[src/rtl/core/cslx_pkg.sv]
// Shared types, codes, keyword tables and character-class functions for
// the byte lexer. No dependencies.
`default_nettype none

package cslx_pkg;

    localparam int QUEUE_DEPTH = 4;

    typedef enum logic [1:0] {
        MODE_IDLE  = 2'd0,
        MODE_IDENT = 2'd1,
        MODE_NUM   = 2'd2,
        MODE_STR   = 2'd3
    } lex_mode_t;

    typedef enum logic [1:0] {
        EV_TEXT   = 2'd0,
        EV_DONE   = 2'd1,
        EV_ERROR  = 2'd2,
        EV_FINISH = 2'd3
    } event_t;

    localparam logic [3:0] KIND_IDENT  = 4'd0;
    localparam logic [3:0] KIND_INT    = 4'd1;
    localparam logic [3:0] KIND_VOID   = 4'd2;
    localparam logic [3:0] KIND_RETURN = 4'd3;
    localparam logic [3:0] KIND_NUMBER = 4'd4;
    localparam logic [3:0] KIND_STRING = 4'd5;
    localparam logic [3:0] KIND_SEMI   = 4'd6;
    localparam logic [3:0] KIND_LBRACE = 4'd7;
    localparam logic [3:0] KIND_RBRACE = 4'd8;
    localparam logic [3:0] KIND_LPAREN = 4'd9;
    localparam logic [3:0] KIND_RPAREN = 4'd10;

    localparam logic ERR_INVALID_CHAR = 1'b0;
    localparam logic ERR_OPEN_STRING  = 1'b1;

    localparam logic [7:0] CH_QUOTE  = "\"";
    localparam logic [7:0] CH_SEMI   = ";";
    localparam logic [7:0] CH_LBRACE = "{";
    localparam logic [7:0] CH_RBRACE = "}";
    localparam logic [7:0] CH_LPAREN = "(";
    localparam logic [7:0] CH_RPAREN = ")";
    localparam logic [7:0] CH_UNDER  = "_";

    localparam int NUM_KW = 3;

    // Keyword spellings, padded with zeros so any 3-bit position is in range.
    localparam logic [7:0] KW_TEXT [NUM_KW][8] = '{
        '{"i", "n", "t", 8'h00, 8'h00, 8'h00, 8'h00, 8'h00},
        '{"v", "o", "i", "d", 8'h00, 8'h00, 8'h00, 8'h00},
        '{"r", "e", "t", "u", "r", "n", 8'h00, 8'h00}
    };
    localparam logic [2:0] KW_LEN [NUM_KW] = '{3'd3, 3'd4, 3'd6};
    localparam logic [2:0] LEN_MAX = 3'd7;

    typedef struct packed {
        event_t     ev;
        logic [3:0] kind;
        logic [7:0] text;
        logic       err;
        logic       last;
    } lex_result_t;

    // One queue entry holds every result of one input item (one or two).
    typedef struct packed {
        logic        two;
        lex_result_t r0;
        lex_result_t r1;
    } lex_entry_t;

    function automatic logic is_alpha(input logic [7:0] c);
        return (c >= "a" && c <= "z") || (c >= "A" && c <= "Z");
    endfunction

    function automatic logic is_digit(input logic [7:0] c);
        return c >= "0" && c <= "9";
    endfunction

    function automatic logic is_space(input logic [7:0] c);
        return c == " " || (c >= 8'd9 && c <= 8'd13);
    endfunction

    function automatic logic is_ident_char(input logic [7:0] c);
        return is_alpha(c) || is_digit(c) || c == CH_UNDER;
    endfunction

    // Drop keywords that no longer match after seeing c at position len.
    function automatic logic [2:0] track_cand(input logic [2:0] cand,
                                              input logic [2:0] len,
                                              input logic [7:0] c);
        logic [2:0] res;
        res = cand;
        for (int k = 0; k < NUM_KW; k++) begin
            if (len >= KW_LEN[k] || KW_TEXT[k][len] != c)
                res[k] = 1'b0;
        end
        return res;
    endfunction

    function automatic logic [3:0] ident_kind(input logic [2:0] cand,
                                              input logic [2:0] len);
        logic [3:0] res;
        res = KIND_IDENT;
        for (int k = NUM_KW - 1; k >= 0; k--) begin
            if (cand[k] && len == KW_LEN[k])
                res = 4'(k + 1);
        end
        return res;
    endfunction

endpackage

`default_nettype wire

[src/rtl/core/cslx_front.sv]
// Lexer front end: takes source bytes, tracks the token state and builds one
// queue entry of results per item. Depends on cslx_pkg.
`default_nettype none

module cslx_front (
    input  wire                 clk,
    input  wire                 rst_n,
    input  wire                 in_accept,
    input  wire  [7:0]          source_byte,
    input  wire                 end_of_input,
    output logic                wr_en,
    output cslx_pkg::lex_entry_t wr_entry
);
    import cslx_pkg::*;

    lex_mode_t  mode_reg, mode_next;
    logic [2:0] cand_reg, cand_next;
    logic [2:0] len_reg, len_next;
    logic       halted_reg, halted_next;

    // Handling of a byte seen between tokens.
    logic        idle_has;
    lex_result_t idle_res;
    lex_mode_t   idle_mode;
    logic        idle_halt;
    logic [2:0]  idle_cand;
    logic [2:0]  idle_len;

    logic [3:0]  cur_kind;
    logic [2:0]  len_inc;

    assign cur_kind = ident_kind(cand_reg, len_reg);
    assign len_inc  = (len_reg == LEN_MAX) ? LEN_MAX : len_reg + 3'd1;

    always_comb
    begin
        idle_has       = 1'b0;
        idle_res.ev    = EV_TEXT;
        idle_res.kind  = KIND_IDENT;
        idle_res.text  = 8'h00;
        idle_res.err   = ERR_INVALID_CHAR;
        idle_res.last  = 1'b0;
        idle_mode      = MODE_IDLE;
        idle_halt      = 1'b0;
        idle_cand      = 3'b111;
        idle_len       = 3'd0;
        priority if (is_space(source_byte))
        begin
            idle_has = 1'b0;
        end
        else if (source_byte == CH_QUOTE)
        begin
            idle_mode = MODE_STR;
        end
        else if (source_byte == CH_SEMI || source_byte == CH_LBRACE ||
                 source_byte == CH_RBRACE || source_byte == CH_LPAREN ||
                 source_byte == CH_RPAREN)
        begin
            idle_has    = 1'b1;
            idle_res.ev = EV_DONE;
            priority if (source_byte == CH_SEMI)   idle_res.kind = KIND_SEMI;
            else if (source_byte == CH_LBRACE)     idle_res.kind = KIND_LBRACE;
            else if (source_byte == CH_RBRACE)     idle_res.kind = KIND_RBRACE;
            else if (source_byte == CH_LPAREN)     idle_res.kind = KIND_LPAREN;
            else                                   idle_res.kind = KIND_RPAREN;
        end
        else if (is_alpha(source_byte) || source_byte == CH_UNDER)
        begin
            idle_has      = 1'b1;
            idle_res.text = source_byte;
            idle_mode     = MODE_IDENT;
            idle_cand     = track_cand(3'b111, 3'd0, source_byte);
            idle_len      = 3'd1;
        end
        else if (is_digit(source_byte))
        begin
            idle_has      = 1'b1;
            idle_res.kind = KIND_NUMBER;
            idle_res.text = source_byte;
            idle_mode     = MODE_NUM;
        end
        else
        begin
            idle_has      = 1'b1;
            idle_res.ev   = EV_ERROR;
            idle_res.text = source_byte;
            idle_halt     = 1'b1;
        end
    end

    // Next state
    always_comb
    begin
        mode_next   = mode_reg;
        cand_next   = cand_reg;
        len_next    = len_reg;
        halted_next = halted_reg;
        if (in_accept && !halted_reg)
        begin
            if (end_of_input)
            begin
                if (mode_reg == MODE_STR)
                begin
                    halted_next = 1'b1;
                end
                else
                begin
                    mode_next = MODE_IDLE;
                    cand_next = 3'b111;
                    len_next  = 3'd0;
                end
            end
            else
            begin
                unique case (mode_reg)
                    MODE_STR:
                    begin
                        if (source_byte == CH_QUOTE)
                            mode_next = MODE_IDLE;
                    end
                    MODE_IDENT:
                    begin
                        if (is_ident_char(source_byte))
                        begin
                            cand_next = track_cand(cand_reg, len_reg, source_byte);
                            len_next  = len_inc;
                        end
                        else
                        begin
                            mode_next   = idle_mode;
                            halted_next = idle_halt;
                            cand_next   = idle_cand;
                            len_next    = idle_len;
                        end
                    end
                    MODE_NUM:
                    begin
                        if (!is_digit(source_byte))
                        begin
                            mode_next   = idle_mode;
                            halted_next = idle_halt;
                            cand_next   = idle_cand;
                            len_next    = idle_len;
                        end
                    end
                    MODE_IDLE:
                    begin
                        mode_next   = idle_mode;
                        halted_next = idle_halt;
                        cand_next   = idle_cand;
                        len_next    = idle_len;
                    end
                    default:
                    begin
                        mode_next = MODE_IDLE;
                    end
                endcase
            end
        end
    end

    // Outputs: the queue entry for this item
    always_comb
    begin
        lex_result_t r0;
        lex_result_t r1;
        logic        has0;
        logic        has1;
        r0.ev   = EV_TEXT;
        r0.kind = KIND_IDENT;
        r0.text = 8'h00;
        r0.err  = ERR_INVALID_CHAR;
        r0.last = 1'b0;
        r1      = r0;
        has0    = 1'b0;
        has1    = 1'b0;
        if (end_of_input)
        begin
            has0 = 1'b1;
            unique case (mode_reg)
                MODE_STR:
                begin
                    r0.ev  = EV_ERROR;
                    r0.err = ERR_OPEN_STRING;
                end
                MODE_IDENT:
                begin
                    r0.ev   = EV_DONE;
                    r0.kind = cur_kind;
                    has1    = 1'b1;
                    r1.ev   = EV_FINISH;
                end
                MODE_NUM:
                begin
                    r0.ev   = EV_DONE;
                    r0.kind = KIND_NUMBER;
                    has1    = 1'b1;
                    r1.ev   = EV_FINISH;
                end
                default:
                begin
                    r0.ev = EV_FINISH;
                end
            endcase
        end
        else
        begin
            unique case (mode_reg)
                MODE_STR:
                begin
                    has0    = 1'b1;
                    r0.kind = KIND_STRING;
                    if (source_byte == CH_QUOTE)
                        r0.ev = EV_DONE;
                    else
                        r0.text = source_byte;
                end
                MODE_IDENT:
                begin
                    has0 = 1'b1;
                    if (is_ident_char(source_byte))
                    begin
                        r0.text = source_byte;
                    end
                    else
                    begin
                        r0.ev   = EV_DONE;
                        r0.kind = cur_kind;
                        has1    = idle_has;
                        r1      = idle_res;
                    end
                end
                MODE_NUM:
                begin
                    has0    = 1'b1;
                    r0.kind = KIND_NUMBER;
                    if (is_digit(source_byte))
                    begin
                        r0.text = source_byte;
                    end
                    else
                    begin
                        r0.ev = EV_DONE;
                        has1  = idle_has;
                        r1    = idle_res;
                    end
                end
                default:
                begin
                    has0 = idle_has;
                    r0   = idle_res;
                end
            endcase
        end
        r0.last       = !has1;
        r1.last       = 1'b1;
        wr_entry.two  = has1;
        wr_entry.r0   = r0;
        wr_entry.r1   = r1;
        wr_en         = in_accept && !halted_reg && has0;
    end

    always_ff @(posedge clk or negedge rst_n)
    begin
        if (!rst_n)
        begin
            mode_reg   <= MODE_IDLE;
            cand_reg   <= 3'b111;
            len_reg    <= 3'd0;
            halted_reg <= 1'b0;
        end
        else
        begin
            mode_reg   <= mode_next;
            cand_reg   <= cand_next;
            len_reg    <= len_next;
            halted_reg <= halted_next;
        end
    end

endmodule

`default_nettype wire

[src/rtl/core/cslx_queue.sv]
// Short entry queue between the lexer front and back ends.
// Depends on cslx_pkg.
`default_nettype none

module cslx_queue #(
    parameter int DEPTH = cslx_pkg::QUEUE_DEPTH
) (
    input  wire                  clk,
    input  wire                  rst_n,
    input  wire                  wr_en,
    input  cslx_pkg::lex_entry_t wr_entry,
    input  wire                  rd_en,
    output cslx_pkg::lex_entry_t rd_entry,
    output logic                 q_empty,
    output logic                 q_full
);
    import cslx_pkg::*;

    localparam int PW = (DEPTH > 1) ? $clog2(DEPTH) : 1;
    localparam int CW = $clog2(DEPTH + 1);
    localparam logic [PW-1:0] PTR_LAST = PW'(DEPTH - 1);
    localparam logic [CW-1:0] CNT_FULL = CW'(DEPTH);

    lex_entry_t    mem [DEPTH];
    logic [PW-1:0] wr_ptr_reg, wr_ptr_next;
    logic [PW-1:0] rd_ptr_reg, rd_ptr_next;
    logic [CW-1:0] cnt_reg, cnt_next;
    logic          do_wr;
    logic          do_rd;

    assign q_empty  = (cnt_reg == '0);
    assign q_full   = (cnt_reg == CNT_FULL);
    assign do_wr    = wr_en && !q_full;
    assign do_rd    = rd_en && !q_empty;
    assign rd_entry = mem[rd_ptr_reg];

    always_comb
    begin
        wr_ptr_next = wr_ptr_reg;
        rd_ptr_next = rd_ptr_reg;
        cnt_next    = cnt_reg;
        if (do_wr)
            wr_ptr_next = (wr_ptr_reg == PTR_LAST) ? '0 : wr_ptr_reg + 1'b1;
        if (do_rd)
            rd_ptr_next = (rd_ptr_reg == PTR_LAST) ? '0 : rd_ptr_reg + 1'b1;
        if (do_wr && !do_rd)
            cnt_next = cnt_reg + 1'b1;
        else if (do_rd && !do_wr)
            cnt_next = cnt_reg - 1'b1;
    end

    always_ff @(posedge clk)
    begin
        if (do_wr)
            mem[wr_ptr_reg] <= wr_entry;
    end

    always_ff @(posedge clk or negedge rst_n)
    begin
        if (!rst_n)
        begin
            wr_ptr_reg <= '0;
            rd_ptr_reg <= '0;
            cnt_reg    <= '0;
        end
        else
        begin
            wr_ptr_reg <= wr_ptr_next;
            rd_ptr_reg <= rd_ptr_next;
            cnt_reg    <= cnt_next;
        end
    end

endmodule

`default_nettype wire

[src/rtl/core/cslx_back.sv]
// Lexer back end: splits queue entries into single results and holds the
// oldest one in an output register. Depends on cslx_pkg.
`default_nettype none

module cslx_back (
    input  wire                   clk,
    input  wire                   rst_n,
    input  wire                   q_empty,
    input  cslx_pkg::lex_entry_t  q_head,
    output logic                  q_deq,
    input  wire                   pop,
    output logic                  empty,
    output cslx_pkg::lex_result_t res
);
    import cslx_pkg::*;

    logic        out_valid_reg, out_valid_next;
    lex_result_t out_reg, out_next;
    logic        pend_valid_reg, pend_valid_next;
    lex_result_t pend_reg, pend_next;
    logic        load;

    assign empty = !out_valid_reg;
    assign res   = out_reg;
    assign load  = !out_valid_reg || pop;
    assign q_deq = load && !pend_valid_reg && !q_empty;

    always_comb
    begin
        out_valid_next  = out_valid_reg;
        out_next        = out_reg;
        pend_valid_next = pend_valid_reg;
        pend_next       = pend_reg;
        if (load)
        begin
            priority if (pend_valid_reg)
            begin
                out_valid_next  = 1'b1;
                out_next        = pend_reg;
                pend_valid_next = 1'b0;
            end
            else if (!q_empty)
            begin
                out_valid_next  = 1'b1;
                out_next        = q_head.r0;
                pend_valid_next = q_head.two;
                pend_next       = q_head.r1;
            end
            else
            begin
                out_valid_next = 1'b0;
            end
        end
    end

    always_ff @(posedge clk)
    begin
        out_reg  <= out_next;
        pend_reg <= pend_next;
    end

    always_ff @(posedge clk or negedge rst_n)
    begin
        if (!rst_n)
        begin
            out_valid_reg  <= 1'b0;
            pend_valid_reg <= 1'b0;
        end
        else
        begin
            out_valid_reg  <= out_valid_next;
            pend_valid_reg <= pend_valid_next;
        end
    end

endmodule

`default_nettype wire

[src/rtl/core/c_subset_byte_lexer.sv]
// Byte-serial lexer for a small C subset: identifiers, the keywords int,
// void and return, decimal numbers, plain strings and ; { } ( ). One source
// byte (or an end-of-input marker) is taken per push, every cycle while full
// is low. Each byte yields zero, one or two results; results leave through
// an output register at one per cycle while pop is held, so a stream of
// single-result bytes runs at one byte per cycle and each two-result byte
// needs a second output slot. The first result of a byte goes through the
// queue and the output register. The front end writes one entry per byte
// with results into a QUEUE_DEPTH-entry queue; full reflects that queue.
// After an error the block ignores input until reset.
// Depends on cslx_pkg, cslx_front, cslx_queue and cslx_back.
`default_nettype none

module c_subset_byte_lexer #(
    parameter int QUEUE_DEPTH = cslx_pkg::QUEUE_DEPTH
) (
    input  wire         clk,
    input  wire         rst_n,
    input  wire         push,
    output logic        full,
    input  wire  [7:0]  source_byte,
    input  wire         end_of_input,
    output logic        empty,
    input  wire         pop,
    output logic [1:0]  event_res,
    output logic [3:0]  token_kind,
    output logic [7:0]  text_byte,
    output logic        error_code,
    output logic        last
);
    import cslx_pkg::*;

    logic        in_accept;
    logic        wr_en;
    lex_entry_t  wr_entry;
    lex_entry_t  q_head;
    logic        q_deq;
    logic        q_empty;
    lex_result_t res;

    assign in_accept = push && !full;

    cslx_front u_front (
        .clk          (clk),
        .rst_n        (rst_n),
        .in_accept    (in_accept),
        .source_byte  (source_byte),
        .end_of_input (end_of_input),
        .wr_en        (wr_en),
        .wr_entry     (wr_entry)
    );

    cslx_queue #(
        .DEPTH (QUEUE_DEPTH)
    ) u_queue (
        .clk      (clk),
        .rst_n    (rst_n),
        .wr_en    (wr_en),
        .wr_entry (wr_entry),
        .rd_en    (q_deq),
        .rd_entry (q_head),
        .q_empty  (q_empty),
        .q_full   (full)
    );

    cslx_back u_back (
        .clk     (clk),
        .rst_n   (rst_n),
        .q_empty (q_empty),
        .q_head  (q_head),
        .q_deq   (q_deq),
        .pop     (pop),
        .empty   (empty),
        .res     (res)
    );

    assign event_res  = res.ev;
    assign token_kind = res.kind;
    assign text_byte  = res.text;
    assign error_code = res.err;
    assign last       = res.last;

endmodule

`default_nettype wire

[config.mk]
export PLATFORM = sky130hd
export DESIGN_NAME = c_subset_byte_lexer
export DESIGN_NICKNAME = d
export VERILOG_FILES = /design/src/rtl/core/cslx_pkg.sv /design/src/rtl/core/cslx_front.sv /design/src/rtl/core/cslx_queue.sv /design/src/rtl/core/cslx_back.sv /design/src/rtl/core/c_subset_byte_lexer.sv
export SDC_FILE = /design/constraint.sdc
export NUM_CORES = 1
export LEC_CHECK = 0
export BUFFER_PORTS_ARGS = -buffer_cell sky130_fd_sc_hd__buf_2
export CORE_ASPECT_RATIO = 1.25
export CORE_UTILIZATION = 60
export CTS_CLUSTER_DIAMETER = 150
export DETAILED_ROUTE_END_ITERATION = 10
export PLACE_DENSITY = 0.78
export SYNTH_ARGS = -nofsm -noshare
export SYNTH_HDL_FRONTEND = slang
export SYNTH_SLANG_ARGS = --single-unit
[constraint.sdc]
create_clock -name clk -period 8.8 [get_ports clk]
set_input_delay 0.44 -clock clk [delete_from_list [all_inputs] [get_ports clk]]
set_output_delay 0.44 -clock clk [all_outputs]
set_load 0.01 [all_outputs]
# Word-level counts from Yosys, hierarchy flattened
# Memories as Yosys holds them, arrays and structs flattened.
# Index checks and enable logic that the tools add are counted.
totals:
  register_bits: 50
  latch_bits: 0
  ramBits: 128
  romBits: 192
  output_inout_bits: 18
  word_cells: 235
  n_memories: 4
mem_list:
  columns: ["name", "depth", "width", "read_ports", "rd_clocked_by_memory_dff", "write_ports", "line_no", "source"]
  rows:
  - ["u_queue.mem", 4, 32, 1, 0, 1, "cslx_queue.sv:24", "lex_entry_t mem [DEPTH];"]
  - ["(name not given)", 8, 8, 1, 0, 0, "cslx_pkg.sv:95", "if (len >= KW_LEN[k] || KW_TEXT[k][len] != c)"]
  - ["(name not given)", 8, 8, 1, 0, 0, "cslx_pkg.sv:95", null]
  - ["(name not given)", 8, 8, 1, 0, 0, "cslx_pkg.sv:95", null]
op_classes:
  n_addsub: 5
  n_mul: 0
  div_mod_pow: 0
  n_lt_le_gt_ge: 12
  n_eq_ne: 33
  n_shift: 0
  mux: 106
  n_bitwise: 3
  reduce_logical: 51
op_table:
  columns: ["operator", "count"]
  rows:
  - ["8-bit 2-to-1 mux", 11]
  - ["16-bit 2-to-1 mux", 4]
  - ["3-bit 2-to-1 mux", 19]
  - ["14-bit 2-to-1 mux", 3]
  - ["14-bit case mux with 3 select lines", 1]
  - ["8-bit by 6-bit == test with 1-bit output (second input constant)", 5]
  - ["1-bit 2-to-1 mux", 34]
  - ["2-bit 2-to-1 mux", 17]
  - ["16-bit case mux with 2 select lines", 1]
  - ["5-bit AND reduction", 5]
  - ["8-bit by 7-bit == test with 1-bit output (second input constant)", 3]
  - ["7-bit by 8-bit != test with 1-bit output (first input constant)", 3]
  - ["8-bit != test", 3]
  - ["4-bit 2-to-1 mux", 5]
  - ["6-bit 2-to-1 mux", 3]
  - ["3-bit case mux with 3 select lines", 2]
  - ["8-bit by 7-bit >= comparator with 1-bit output (second input constant)", 2]
  - ["8-bit by 7-bit less-or-equal comparator with 1-bit output (second input constant)", 2]
  - ["1-bit logical AND", 16]
  - ["1-bit logical OR", 13]
  - ["3-bit == test (second input constant)", 4]
  - ["4-bit != test (second input constant)", 3]
  - ["2-bit == test (second input constant)", 4]
  - ["8-bit by 4-bit >= comparator with 1-bit output (second input constant)", 1]
  - ["32 further kinds", 46]

# Depth between registers and ports, before layout
# Gate-level depths: netlist of run 1.
depth:
  word_depth: 12
  depth_mapped: 12
  depth_no_buf: 11

# By module
# Synthesis of run 1 repeated with hierarchy kept, for this count alone.
unflattened:
  hier_cells: 521
  hier_area_um2: 8262.9
modules_own_cells:
  columns: ["module", "instances", "cells_per_inst", "area_per_inst_um2"]
  rows:
  - ["cslx_queue", 1, 210, 5206.2]
  - ["cslx_front", 1, 247, 1765.4]
  - ["cslx_back", 1, 63, 1277.5]
  - ["c_subset_byte_lexer", 1, 1, 13.8]

# Worst setup path before layout of run 1
# No wires, ideal clock.
synth_timing:
  kind: "register to register"
  startpoint: "register u_back.pend_valid_reg"
  endpoint: "register u_queue.cnt_reg[1]"
  arrival_ns: 2.954
  slack_ns: 5.721
  stages_incl_launch_ff: 8
  path_buffers: 1
  synth_period_minus_slack_ns: 3.079
  path_cell_list: "dfrtp_1 > clkbuf_1 > nor3_1 > inv_1 > ha_1 > inv_1 > fa_1 > mux2_2"
synth_between:
  elab_chain_len: 7
synth_lines:
  columns: ["item", "line_no", "source"]
  rows:
  - ["start, declared", "cslx_back.sv:19", "logic pend_valid_reg, pend_valid_next;"]
  - ["start signal, assigned", "cslx_back.sv:72", "pend_valid_reg <= pend_valid_next;"]
  - ["1-bit logical NOT", "cslx_back.sv:26", "assign q_deq = load && !pend_valid_reg && !q_empty;"]
  - ["1-bit logical AND (2 in series)", "cslx_back.sv:26", null]
  - ["1-bit logical AND", "cslx_queue.sv:34", "assign do_rd = rd_en && !q_empty;"]
  - ["1-bit logical NOT", "cslx_queue.sv:46", "if (do_wr && !do_rd)"]
  - ["1-bit logical AND", "cslx_queue.sv:46", null]
  - ["3-bit 2-to-1 mux", "cslx_queue.sv:46", null]
  - ["via u_queue.cnt_next[1]", "cslx_queue.sv:27", "logic [CW-1:0] cnt_reg, cnt_next;"]
  - ["end signal, assigned", "cslx_queue.sv:70", "cnt_reg <= cnt_next;"]
  - ["end, declared", "cslx_queue.sv:27", null]
# The timed path passes the listed nets, and every way through them passes these cells.
# A chain may end at the register's enable or synchronous reset.

==> metrics.log, run 1 <==
INFO  metric most_crowded_layer_after_global_routing = met2
INFO  metric synth-edff-count = 154
INFO  metric met1_usage = 0.3368
INFO  metric layout_worst_path_cycle_share = 0.3518
INFO  metric die_h = 130.0 um
INFO  metric dieArea = 13570 um2
INFO  metric post-route-min-period = 3.096 ns
INFO  metric final_nets = 566
INFO  metric peakVddDrop = between 0.15 and 0.2 mV
INFO  metric cp_slowest_stage_delay = 0.75 ns
INFO  metric ctsLongestPathBuffers = 2
INFO  metric grtUsageTotal = 0.2681
INFO  metric first_global_vias = 4738
INFO  metric grt_pass1_wl = 26430 um
INFO  metric cp_top_family = simple AND/OR/NAND/NOR gates
INFO  metric crit_path_start = source_byte[1]
INFO  metric die_width = around 100 um
INFO  metric synthToLayoutAreaGrowth = 10.82%
INFO  metric ctsHtreeMaxLevel = 4
INFO  metric timing.clock.skew = 0.01159 ns
INFO  metric leakage = 2.943 nW
INFO  metric postSynthCellCount = 510
INFO  metric detailedPlace.worstSlack = 5.361 ns
INFO  metric largest_net_degree_at_the_start_of_global_routing = 35
INFO  metric dp_hpwl = ~11000 um
INFO  metric cp-start-kind = primary input
INFO  metric drv_slew = 0
INFO  metric drt_first_iter_violations = 350
INFO  metric yosys_most_used_dff = edfxtp_1
INFO  metric power_density = 294.5 nW/um2
INFO  metric hold_viol_final = 0
INFO  metric initial_utilization = 0.6180
INFO  metric floorplan.core_area = 12720 um2
INFO  metric place.detailed.instances = between 600 and 700
INFO  metric reg2reg_from = u_front.mode_reg[0]
INFO  metric post_synthesis_mean_instance_area = 15.41 um2
INFO  metric final_antenna_net_count = 0
INFO  metric worstMarginPinSlew = 1.258 ns
INFO  metric use_met3 = 0.04396
INFO  metric outcome = finished clean
INFO  metric hold_ws = 0.1981 ns
INFO  metric use_met2 = 0.4690
INFO  metric post_synth_net_total = 540
INFO  metric netlist_area = 7861 um2
INFO  metric globalRouteOverflowTotal = 0
INFO  metric worst_setup_margin = 5.704 ns
INFO  metric numCtsBuffers = 17
INFO  metric detail_route.drc_violations = 0
INFO  metric ys_warn_count = 0
INFO  metric report.final.setup_viol = 0
INFO  metric critPathCaptureType = flip-flop
INFO  metric drv_cap = 0
INFO  metric timing.slew.headroom = 0.1602
INFO  metric share_of_final_layout_standard_cells_stronger_than_drive_strength_1 = 0.2623
INFO  metric insertedDiodeCount = 0
INFO  metric number_of_antenna_violations_at_the_first_check_in_global_routing = 0
INFO  metric critical_path_buf_inv_count = 1
INFO  metric overall_power = 2.566 mW
INFO  metric asyncSetResetFlopFracSynth = 0.1047
INFO  metric clock-sinks = 172
INFO  metric synth-seq-area-share = 0.6460
INFO  metric critical_path.max_fanout = 24
INFO  metric vias_per_cell = 6.358
INFO  metric cp_slowest_cell = nor4_1
INFO  metric yosys_register_bits = between 150 and 200
INFO  metric timing_worst_setup_path_type = primary input to flip-flop
INFO  metric cp_data_arrival_time = 3.23 ns
INFO  metric core.rowCount = 46
INFO  metric gp_congestion = between 0.9 and 1
INFO  metric root_buffer = clkbuf_16
INFO  metric setup_repair_after_global_routing_missed_its_margin = no
INFO  metric aggregate_negative_setup_slack = 0 ns
INFO  metric wl = 16570 um
INFO  metric synth_cell_type_count = 70
INFO  metric pin_count = 31
INFO  metric dr.pass1.iters = 5
INFO  metric timing.hold.worst.start = pop
INFO  metric fmax = 323.0 MHz
INFO  metric average_routed_wire_per_standard_cell = 23.11 um
INFO  metric largest_register_ff_count = approximately 120
INFO  metric cell_chain_critical_path = buf_2 > or4_4 > o21ai_0 > o21a_1 > o2111ai_1 > nor4_1
INFO  metric clock_pin_slew_reported_for_the_worst_setup_and_hold_paths_after_clock_tree_synthesis = 0.07 ns
INFO  metric final.fill_count = between 800 and 900
INFO  metric fin_cells = 717
INFO  metric portBuffers = 30
INFO  metric clk_latency = 0.42 ns
INFO  metric critical_path_required = 8.94 ns
INFO  metric num_vias = roughly 4600
INFO  metric min_path_type = primary input to flip-flop
INFO  metric tritoncts = done
[synthesized netlist by cell type (2+ instances only)]
cell type / instances / area, um2
o21ai_0: 15 / 75.07
nor2b_1: 5 / 31.28
nand3_1: 12 / 60.06
or3_1: 3 / 18.77
o21a_1: 4 / 30.03
a31oi_1: 5 / 31.28
nor3b_1: 3 / 22.52
nor3_1: 9 / 45.04
nor4b_1: 2 / 17.52
o31ai_1: 2 / 15.01
a31o_2: 3 / 26.28
or2_2: 3 / 18.77
buf_1: 2 / 7.510
nand4_1: 8 / 50.05
clkbuf_1: 19 / 71.32
xor2_1: 6 / 52.55
dfstp_2: 3 / 78.83
mux4_2: 31 / 698.2
nand2_1: 24 / 90.09
o22ai_1: 7 / 43.79
nor2_1: 27 / 101.4
xnor2_1: 2 / 17.52
o2111ai_1: 3 / 26.28
a21boi_0: 2 / 15.01
inv_1: 20 / 75.07
and4b_1: 2 / 20.02
o211ai_1: 3 / 22.52
edfxtp_1: 154 / 4624
and2_1: 7 / 43.79
a21oi_1: 13 / 65.06
a2111oi_0: 2 / 17.52
nor4_1: 5 / 31.28
o2111a_1: 3 / 33.78
mux2_2: 25 / 281.5
ha_1: 16 / 200.2
dfrtp_1: 15 / 375.4
buf_2: 8 / 40.04
or4_1: 5 / 37.54
[power breakdown]
part           internal (mW)  switching [mW]  total, mW
sequential              1.10           0.109       1.21
clock                  0.373           0.322      0.694
combinational          0.326           0.339      0.665
total                   1.80           0.770       2.57
[placed cells by master, fill, tap and decap left out, drive strengths merged, types with 16 or more instances in the layout]
cell type  Yosys  final
buf           12     37
clkbuf        19     18
edfxtp       154    154
ha            16     16
inv           20     28
mux2          25     25
mux4          31     31
nand2         25     25
nor2          27     27
o21ai         16     16
[cells by family (layout without fill, tap and decap cells)]
kind of cell,Yosys count,in the layout,share of synthesized area
compound gates,78,78,0.07528
xor+xnor,8,8,0.008913
fa+ha+maj,17,17,0.02801
buf+inv,51,90,0.02706
flops,172,172,0.6460
mux,57,57,0.1259
simple gates,127,127,0.08881
[routing by layer]
metal	up-vias	routed length (um)
li1	2067	-
met1	2325	6674
met2	141	8829
met3	26	714
met4	0	353
met5	-	0
[per-stage QoR]
stage               instance area [um2]  utilization
detailed placement                 8144       0.6403
global placement                   8144       0.6403
global route                       8712       0.6849
CTS                                8712       0.6849
floorplan                          7861            -
finish                             8712       0.6849
[repair_timing]
item | 4_1_cts | 5_1_grt
hold buffers | 1 | 0
gates resized for setup | 0 | 0
buffers inserted | 0 | 0
endpoints found under the setup margin | 0 | 0
hold endpoints to repair | 15 | 0
[area by class of cell]
| type | instances | area [um2] | share of cell area |
|---|---|---|---|
| Clock buffer | 18 | 429.2 | 0.04926 |
| Inverter | 20 | 75.07 | 0.008617 |
| Tap cell | 168 | 210.2 | 0.02413 |
| Clock inverter | 14 | 128.9 | 0.01479 |
| Sequential cell | 172 | 5081 | 0.5832 |
| Timing Repair Buffer | 38 | 212.7 | 0.02441 |
| Multi-Input combinational cell | 287 | 2575 | 0.2956 |
[worst reg2reg max path: cells and delay by family, from the launching register on]
family	cells	cell delay (ns)
adders and majority gates	3	1.15
DFF	1	0.43
buffers and inverters	3	0.39
and+or+nand+nor	1	0.37
muxes	1	0.28
AOI/OAI and AO/OA	1	0.18
[path summary, 6_finish.rpt]
path | slack [ns] | endpoint | cells past startpoint
worst max-delay path | 5.70 | u_queue.mem[0][2] | 6
min in group asynchronous | 0.47 | u_back.out_valid_reg | 2
max in group asynchronous | 8.01 | u_front.cand_reg[1] | 2
worst max register to register | 5.89 | u_queue.cnt_reg[1] | 9
worst min-delay path | 0.20 | u_back.out_valid_reg | 2
worst min register to register | 0.52 | u_front.halted_reg | 2
No activity file was read; power rests on OpenSTA's default activity.
==> run 2: changes to the inputs <==
- ABC_AREA: not set -> 1
- CORE_UTILIZATION: 60 -> 56
- PLACE_DENSITY: 0.78 -> 0.76
- clock period: 8.8 -> 2.6 ns (I/O delays scaled with it)
==> run 2 against run 1 <==
Sequential power rose to 2.9 times the previous value. Die area rose by 11%. Clock-buffer cell count fell by 1. Non-clock buffer count rose by 9. Clock power rose to 3.5 times the previous value. Power rose to 3.0 times the previous value. Cell area rose by 4.7%. Core utilization fell by 4.9 points. Combinational power rose to 2.7 times the previous value. Synthesized cell count rose by 53%. First-iteration DRC count rose by 0.57%. Register-to-register slack got worse by 5.7 ns. Largest cell class unchanged.
==> metrics.log, run 2 <==
INFO  metric cp_slowest_cell = dfrtp_1
INFO  metric clock_pin_slew_reported_for_the_worst_setup_and_hold_paths_after_clock_tree_synthesis = 0.06 ns (about the same)
INFO  metric crit_path_start = u_front.mode_reg[0]
INFO  metric yosys_most_used_dff = edfxtp_1
INFO  metric drt_first_iter_violations = 352 (+0.57%)
INFO  metric insertedDiodeCount = 0 (unchanged)
INFO  metric cell_chain_critical_path = inv_1 > ha_1 > inv_1 > nor2_2 > a21boi_4 > ha_1 > inv_1 > fa_1 > nor2_1 > a21oi_1
INFO  metric r2r-end = u_queue.cnt_reg[1]
INFO  metric leakage = 3.300 nW (+12%)
INFO  metric critical_path.max_fanout = 9 (-63%)
INFO  metric ys_warn_count = 0 (unchanged)
INFO  metric reg2reg_from = u_front.mode_reg[0]
INFO  metric share_of_final_layout_standard_cells_stronger_than_drive_strength_1 = 0.1711 (-0.09118)
INFO  metric most_frequent_standard_cell_in_the_layout_excluding_fill_and_tap_cells = edfxtp_1
INFO  metric whs_endpoint = u_back.pend_valid_reg
INFO  metric critical_path_required = 2.92 ns (-6.02 ns)
INFO  metric synthDominantCellAreaShare = 0.5650 (-0.02329)
INFO  metric critical_path_buf_inv_count = 3 (+2)
INFO  metric cp-start-kind = flip-flop
INFO  metric die_h = 137.2 um (+5.5%)
INFO  metric min_path_type = primary input to flip-flop
INFO  metric synthToLayoutAreaGrowth = 11.45%
INFO  metric ctsHtreeMaxLevel = 4 (unchanged)
INFO  metric post_synthesis_mean_instance_area = 10.49 um2 (-32%)
INFO  metric cp_slowest_stage_delay = 0.43 ns (-0.32 ns)
INFO  metric drv_slew = 0 (unchanged)
INFO  metric globalRouteOverflowTotal = 0 (unchanged)
INFO  metric r2r_setup_slack = 0.17 ns (-5.72 ns)
INFO  metric clock-sinks = 172 (unchanged)
INFO  metric synth_cell_type_count = 43 (-39%)
INFO  metric tritoncts = done
INFO  metric synthTopCellsByCount = edfxtp_1, nor2_1, nand2_1, o21ai_0, inv_1
INFO  metric postSynthCellCount = 780 (+53%)
INFO  metric first_global_vias = 5789 (+22%)
INFO  metric initial_utilization = 0.5706 (-0.04748)
INFO  metric outcome = finished clean
INFO  metric number_of_antenna_violations_at_the_first_check_in_global_routing = 0 (unchanged)
INFO  metric vias_per_cell = 5.776 (-9.2%)
INFO  metric mostFrequentLayoutCells = edfxtp_1, nor2_1, nand2_1
INFO  metric r2r.worst_path.cells = 10 (+1)
INFO  metric fmax = 411.6 MHz
INFO  metric synth-seq-area-share = 0.6205 (-0.02558)
INFO  metric clk_latency = 0.43 ns (about the same)
INFO  metric dr.pass1.iters = 5 (unchanged)
INFO  metric hold_viol_final = 0 (unchanged)
INFO  metric core.rowCount = 49 (+6.5%)
INFO  metric detail_route.drc_violations = 0 (unchanged)
INFO  metric final_nets = 841 (+49%)
INFO  metric aggregate_negative_setup_slack = 0 ns (unchanged)
INFO  metric synthDominantAreaCellType = edfxtp_1
INFO  metric num_vias = 5788 (+27%)
INFO  metric layout_worst_path_cycle_share = 0.9343
INFO  metric numCtsBuffers = 17 (unchanged)
INFO  metric synth_top_cells_by_area = edfxtp_1, nor2_1, o21ai_0, dfrtp_1, nand2_1
INFO  metric yosys_register_bits = 172 (unchanged)
INFO  metric hold_ws = 0.008038 ns (-0.1900 ns)
INFO  metric die_width = 110.1 um (+5.5%)
INFO  metric timing.hold.worst.start = pop
INFO  metric critPathCaptureType = flip-flop
INFO  metric grtUsageTotal = 0.2649 (-0.003166)
INFO  metric power_density = 841.2 nW/um2 (+190%)
INFO  metric cp_top_family = adder cells
INFO  metric gp_congestion = 0.9180 (-0.74%)
INFO  metric worstMarginPinSlew = 0.8640 ns (-0.3944 ns)
INFO  metric ctsLongestPathBuffers = 2 (unchanged)
INFO  metric pin_count = 31 (unchanged)
INFO  metric report.final.setup_viol = 0 (unchanged)
INFO  metric largest_net_degree_at_the_start_of_global_routing = 65 (+86%)
INFO  metric root_buffer = clkbuf_16
INFO  metric peakVddDrop = 0.5992 mV (+210%)
INFO  metric timing.slew.headroom = 0.4234 (+0.2632)
INFO  metric asyncSetResetFlopFracSynth = 0.1047 (unchanged)
INFO  metric post_synth_net_total = 810 (+50%)
INFO  metric synth-edff-count = 154 (unchanged)
INFO  metric dp_hpwl = 12640 um (+19%)
INFO  metric portBuffers = 30 (unchanged)
INFO  metric wl = 18760 um (+13%)
INFO  metric holdPathStages = 4 (+2)
INFO  metric dieArea = 15110 um2 (+11%)
INFO  metric worst_setup_margin = 0.1707 ns (-5.533 ns)
INFO  metric cp_data_arrival_time = 2.75 ns (-0.48 ns)
INFO  metric critical_path.most_common_cell = inv_1
INFO  metric timing.clock.skew = 0.01448 ns (+0.002887 ns)
INFO  metric setup_repair_after_global_routing_missed_its_margin = no
INFO  metric place_area = 8533 um2 (+4.8%)
INFO  metric detailedPlace.worstSlack = 0.2018 ns (-5.160 ns)
INFO  metric floorplan.core_area = 14350 um2 (+13%)
INFO  metric post-route-min-period = 2.429 ns
INFO  metric post-route-util = 0.6359 (-0.04905)
INFO  metric average_routed_wire_per_standard_cell = 18.73 um (-19%)
INFO  metric finish.instance_area = 9123 um2 (+4.7%)
INFO  metric grt_pass1_wl = 28970 um (+9.6%)
INFO  metric ctsResizeCount = 0 (unchanged)
INFO  metric drv_cap = 0 (unchanged)
INFO  metric timing_worst_setup_path_type = flip-flop to flip-flop
INFO  metric final_antenna_net_count = 0 (unchanged)
INFO  metric post-synth-top-count-cell = edfxtp_1
INFO  metric largest_register_ff_count = 124 (unchanged)
INFO  metric netlist_area = 8185 um2 (+4.1%)
==> run 2: cell types whose count changed after synthesis, sizes merged, moves of 10 or more <==
cell   previous run  this run
inv              20        63
mux2             25         0
mux4             31         0
nand2            25       111
nand3            12        48
nor2             27       161
o21ai            16        92
o22ai             7        17
==> run 2: layout make-up <==
cell class	count	area [um2]
clock inverters	15	153.9
clock buffers	17	425.4
well taps	178	222.7
multi-input cells	509	2658
flip-flops and latches	172	5080
repair buffers	47	330.3
fillers	1132	5224
inverters	64	252.7
==> run 2: cell families after synthesis <==
kind of cell,Yosys count,share of synthesized area
buffers and inverters,99,0.05610
AO/OA/AOI/OAI,145,0.09981
adder cells (fa/ha/maj),17,0.02690
AND/OR/NAND/NOR,343,0.1924
flip-flops,172,0.6205
XOR/XNOR,4,0.004281
==> run 2: metal layers <==
| metal | part of all wire | global-route usage | routed length (um) |
|---|---|---|---|
| met5 | 0 | 0 | 0 |
| met4 | 0.036 | 0.1491 | 683 |
| met3 | 0.046 | 0.05061 | 869 |
| met2 | 0.53 | 0.4566 | 9943 |
| met1 | 0.39 | 0.3077 | 7268 |
==> run 2: worst max-delay path by stage <==
stage / end / slack [ns] / cells past startpoint
2_1_floorplan: u_queue.mem[0][10] / -0.29 / 7
3_3_place_gp: u_queue.cnt_reg[2] / 0.30 / 11
3_5_place_dp: u_queue.cnt_reg[1] / 0.20 / 10
4_1_cts: u_queue.cnt_reg[1] / 0.19 / 10
5_1_grt: u_queue.cnt_reg[1] / 0.04 / 10
6_report: u_queue.cnt_reg[1] / 0.17 / 10
==> run 2: timing repair <==
action,in CTS,in global routing
hold endpoints to repair,18,0
buffers inserted,0,0
hold buffers,1,0
==> run 2: tightest hold or removal path: cells and delay by family <==
kind            cells  cell delay [ns]
buf+inv             2             0.15
simple gates        1             0.05
compound gates      1             0.07
==> run 2: stage by stage <==
stage                     std cells  power (mW)
after floorplan                 780       4.683
after global placement          969       5.180
after detailed placement        969       5.287
after CTS                      1002       7.715
after global routing           1002       8.061
final                          1002       7.674
==> run 2: report_power, final <==
| part | total, mW | internal [mW] | switching (mW) |
|---|---|---|---|
| Combinational | 1.77 | 0.528 | 1.24 |
| Clock | 2.45 | 1.35 | 1.10 |
| Sequential | 3.46 | 3.36 | 0.103 |
| Total | 7.67 | 5.24 | 2.44 |
==> run 3: changes to the inputs <==
- ABC_CLOCK_PERIOD_IN_PS: not set -> 2200
- clock period: 2.6 -> 2.2 ns (I/O delays scaled with it)
==> run 3 against run 2 <==
Via count grew 1.1%. Die area stayed put. Critical endpoint is now u_queue.cnt_reg[2]. Largest power group unchanged. Highest routed layer unchanged. Critical path type unchanged. Cell count rose by 2.1%. Sequential share of layout area shrank 0.99 points. First-iteration DRC count is 23% higher.
==> metrics.log, run 3 (synthesis results as in run 2) <==
INFO  metric crit_path_start = u_queue.cnt_reg[2]
INFO  metric root_buffer = clkbuf_16
INFO  metric insertedDiodeCount = 0 (unchanged)
INFO  metric share_of_final_layout_standard_cells_stronger_than_drive_strength_1 = 0.1964 (+0.02533)
INFO  metric r2r.worst_path.cells = 10 (unchanged)
INFO  metric peakVddDrop = 0.7791 mV (+30%)
INFO  metric globalRouteOverflowTotal = 0 (unchanged)
INFO  metric setup.worst_path.end = u_queue.cnt_reg[2]
INFO  metric first_global_vias = 5911 (+2.1%)
INFO  metric critPathCaptureType = flip-flop
INFO  metric r2r-end = u_queue.cnt_reg[2]
INFO  metric num_vias = 5854 (+1.1%)
INFO  metric dp_hpwl = 12750 um (+0.85%)
INFO  metric cp_slowest_cell = dfrtp_1
INFO  metric average_routed_wire_per_standard_cell = 18.73 um (about the same)
INFO  metric fmax = 489.7 MHz (+19%)
INFO  metric detailedPlace.worstSlack = -0.002866 ns (-0.2047 ns)
INFO  metric timing.clock.skew = 0.01031 ns (-0.004168 ns)
INFO  metric aggregate_negative_setup_slack = 0 ns (unchanged)
INFO  metric dieArea = 15110 um2 (unchanged)
INFO  metric portBuffers = 30 (unchanged)
INFO  metric critical_path_buf_inv_count = 1 (-2)
INFO  metric cp_slowest_stage_delay = 0.42 ns (about the same)
INFO  metric floorplan.core_area = 14350 um2 (unchanged)
INFO  metric critical_path.max_fanout = 3 (-6)
INFO  metric timing_worst_setup_path_type = flip-flop to flip-flop
INFO  metric power_density = 982.0 nW/um2 (+17%)
INFO  metric ctsHtreeMaxLevel = 4 (unchanged)
INFO  metric report.final.setup_viol = 0 (unchanged)
INFO  metric numCtsBuffers = 17 (unchanged)
INFO  metric place_area = 8673 um2 (+1.6%)
INFO  metric worst_setup_margin = 0.1578 ns (-0.01289 ns)
INFO  metric clock-sinks = 172 (unchanged)
INFO  metric gp_congestion = 0.8759 (-4.6%)
INFO  metric drv_cap = 0 (unchanged)
INFO  metric pin_count = 31 (unchanged)
INFO  metric reg2reg_from = u_queue.cnt_reg[2]
INFO  metric wl = 19160 um (+2.1%)
INFO  metric clock_pin_slew_reported_for_the_worst_setup_and_hold_paths_after_clock_tree_synthesis = 0.07 ns (about the same)
INFO  metric critical_path_required = 2.50 ns (-0.42 ns)
INFO  metric core.rowCount = 49 (unchanged)
INFO  metric final_antenna_net_count = 0 (unchanged)
INFO  metric detail_route.drc_violations = 0 (unchanged)
INFO  metric hold_ws = 0.1100 ns (+0.1020 ns)
INFO  metric layout_worst_path_cycle_share = 0.9283 (-0.006079)
INFO  metric final_nets = 862 (+2.5%)
INFO  metric r2r_setup_slack = 0.16 ns (about the same)
INFO  metric grt_pass1_wl = 30300 um (+4.6%)
INFO  metric largest_net_degree_at_the_start_of_global_routing = 43 (-34%)
INFO  metric drt_first_iter_violations = 433 (+23%)
INFO  metric finish.instance_area = 9288 um2 (+1.8%)
INFO  metric initial_utilization = 0.5706 (unchanged)
INFO  metric post-route-min-period = 2.042 ns (-0.3871 ns)
INFO  metric tritoncts = done
INFO  metric cp-start-kind = flip-flop
INFO  metric hold_viol_final = 0 (unchanged)
INFO  metric post-route-util = 0.6474 (+0.01151)
INFO  metric worst-path-stages = 10 (unchanged)
INFO  metric setup_repair_after_global_routing_missed_its_margin = no
INFO  metric grtUsageTotal = 0.2747 (+0.009734)
INFO  metric mostFrequentLayoutCells = edfxtp_1, nor2_1, nand2_1
INFO  metric outcome = finished clean
INFO  metric largest_register_ff_count = 124 (unchanged)
INFO  metric timing.slew.headroom = 0.4550 (+0.03165)
INFO  metric cp_top_family = adder cells
INFO  metric die_h = 137.2 um (unchanged)
INFO  metric worstMarginPinSlew = 0.8166 ns (-0.04742 ns)
INFO  metric most_frequent_standard_cell_in_the_layout_excluding_fill_and_tap_cells = edfxtp_1
INFO  metric die_width = 110.1 um (unchanged)
INFO  metric ctsLongestPathBuffers = 2 (unchanged)
INFO  metric leakage = 3.386 nW (+2.6%)
INFO  metric min_path_type = primary input to flip-flop
INFO  metric cell_chain_critical_path = nand3_1 > nand2_1 > nor2_2 > a21boi_4 > ha_1 > inv_1 > fa_2 > a21oi_2 > o21ai_1 > xnor2_1
INFO  metric number_of_antenna_violations_at_the_first_check_in_global_routing = 0 (unchanged)
INFO  metric vias_per_cell = 5.722 (-0.94%)
INFO  metric cp_data_arrival_time = 2.35 ns (-0.40 ns)
INFO  metric drv_slew = 0 (unchanged)
INFO  metric dr.pass1.iters = 4 (-1)
INFO  metric final.fill_count = 1089 (-3.8%)
INFO  metric synthToLayoutAreaGrowth = 13.47%
INFO  metric clk_latency = 0.42 ns (about the same)
[run 3: changes by cell type in the layout (fill, tap and decap cells not counted), sizes merged]
| cell | before | now |
|---|---|---|
| buf | 46 | 66 |
| clkinvlp | 1 | 3 |
| inv | 70 | 71 |
| bufinv | 1 | 0 |
| clkinv | 7 | 5 |
| dlygate4sd3 | 1 | 2 |
[run 3: tightest hold or removal path, stage by stage]
cell,delay (ns)
buf_2,0.10
nand2_1,0.10
a211oi_1,0.07
nand2_1,0.06
nand2_1,0.06
[run 3: worst min-delay path by stage]
stage,startpoint,end,depth (start not counted)
after CTS,push,u_front.halted_reg,5
after floorplan,rst_n,u_back.out_valid_reg,0
after global routing,push,u_front.halted_reg,5
final,push,u_front.halted_reg,5
after detailed placement,rst_n,u_queue.rd_ptr_reg[1],1
after global placement,rst_n,u_queue.rd_ptr_reg[1],1
[run 3: area by class of cell]
class	count	area, um2	share of cell area
clock buffers	17	425.4	0.04580
well taps	178	222.7	0.02398
flip-flops and latches	172	5080	0.5469
repair buffers	68	503.0	0.05416
clock inverters	15	127.6	0.01374
multi-input cells	509	2676	0.2882
inverters	64	252.7	0.02721
[run 3: repair_timing]
item                                    in CTS  in global routing
endpoints found under the setup margin       1                  1
hold buffers                                 2                  0
hold endpoints to repair                    19                  0
gates resized for setup                      0                  7
setup buffers                                1                  2
[run 3: power by group]
group | switching [mW] | internal [mW] | total, mW
combinational | 1.52 | 0.721 | 2.24
clock | 1.31 | 1.48 | 2.79
sequential | 0.123 | 3.97 | 4.09
total | 2.95 | 6.17 | 9.12
[run 3: per-stage QoR]
| stage | instances | total power, mW |
|---|---|---|
| 2_1_floorplan | 780 | 5.534 |
| 3_3_place_gp | 986 | 6.187 |
| 3_5_place_dp | 986 | 6.301 |
| 4_1_cts | 1021 | 9.083 |
| 5_1_grt | 1023 | 9.539 |
| 6_report | 1023 | 9.120 |
[run 3: layer usage]
layer  GRT usage  up-vias  routed length [um]
met2      0.4830      187               10190
li1            -     2807                   -
met4      0.1323        0                 585
met3     0.04163       39                 751
met1      0.3274     2821                7626
met5           0        -                   0
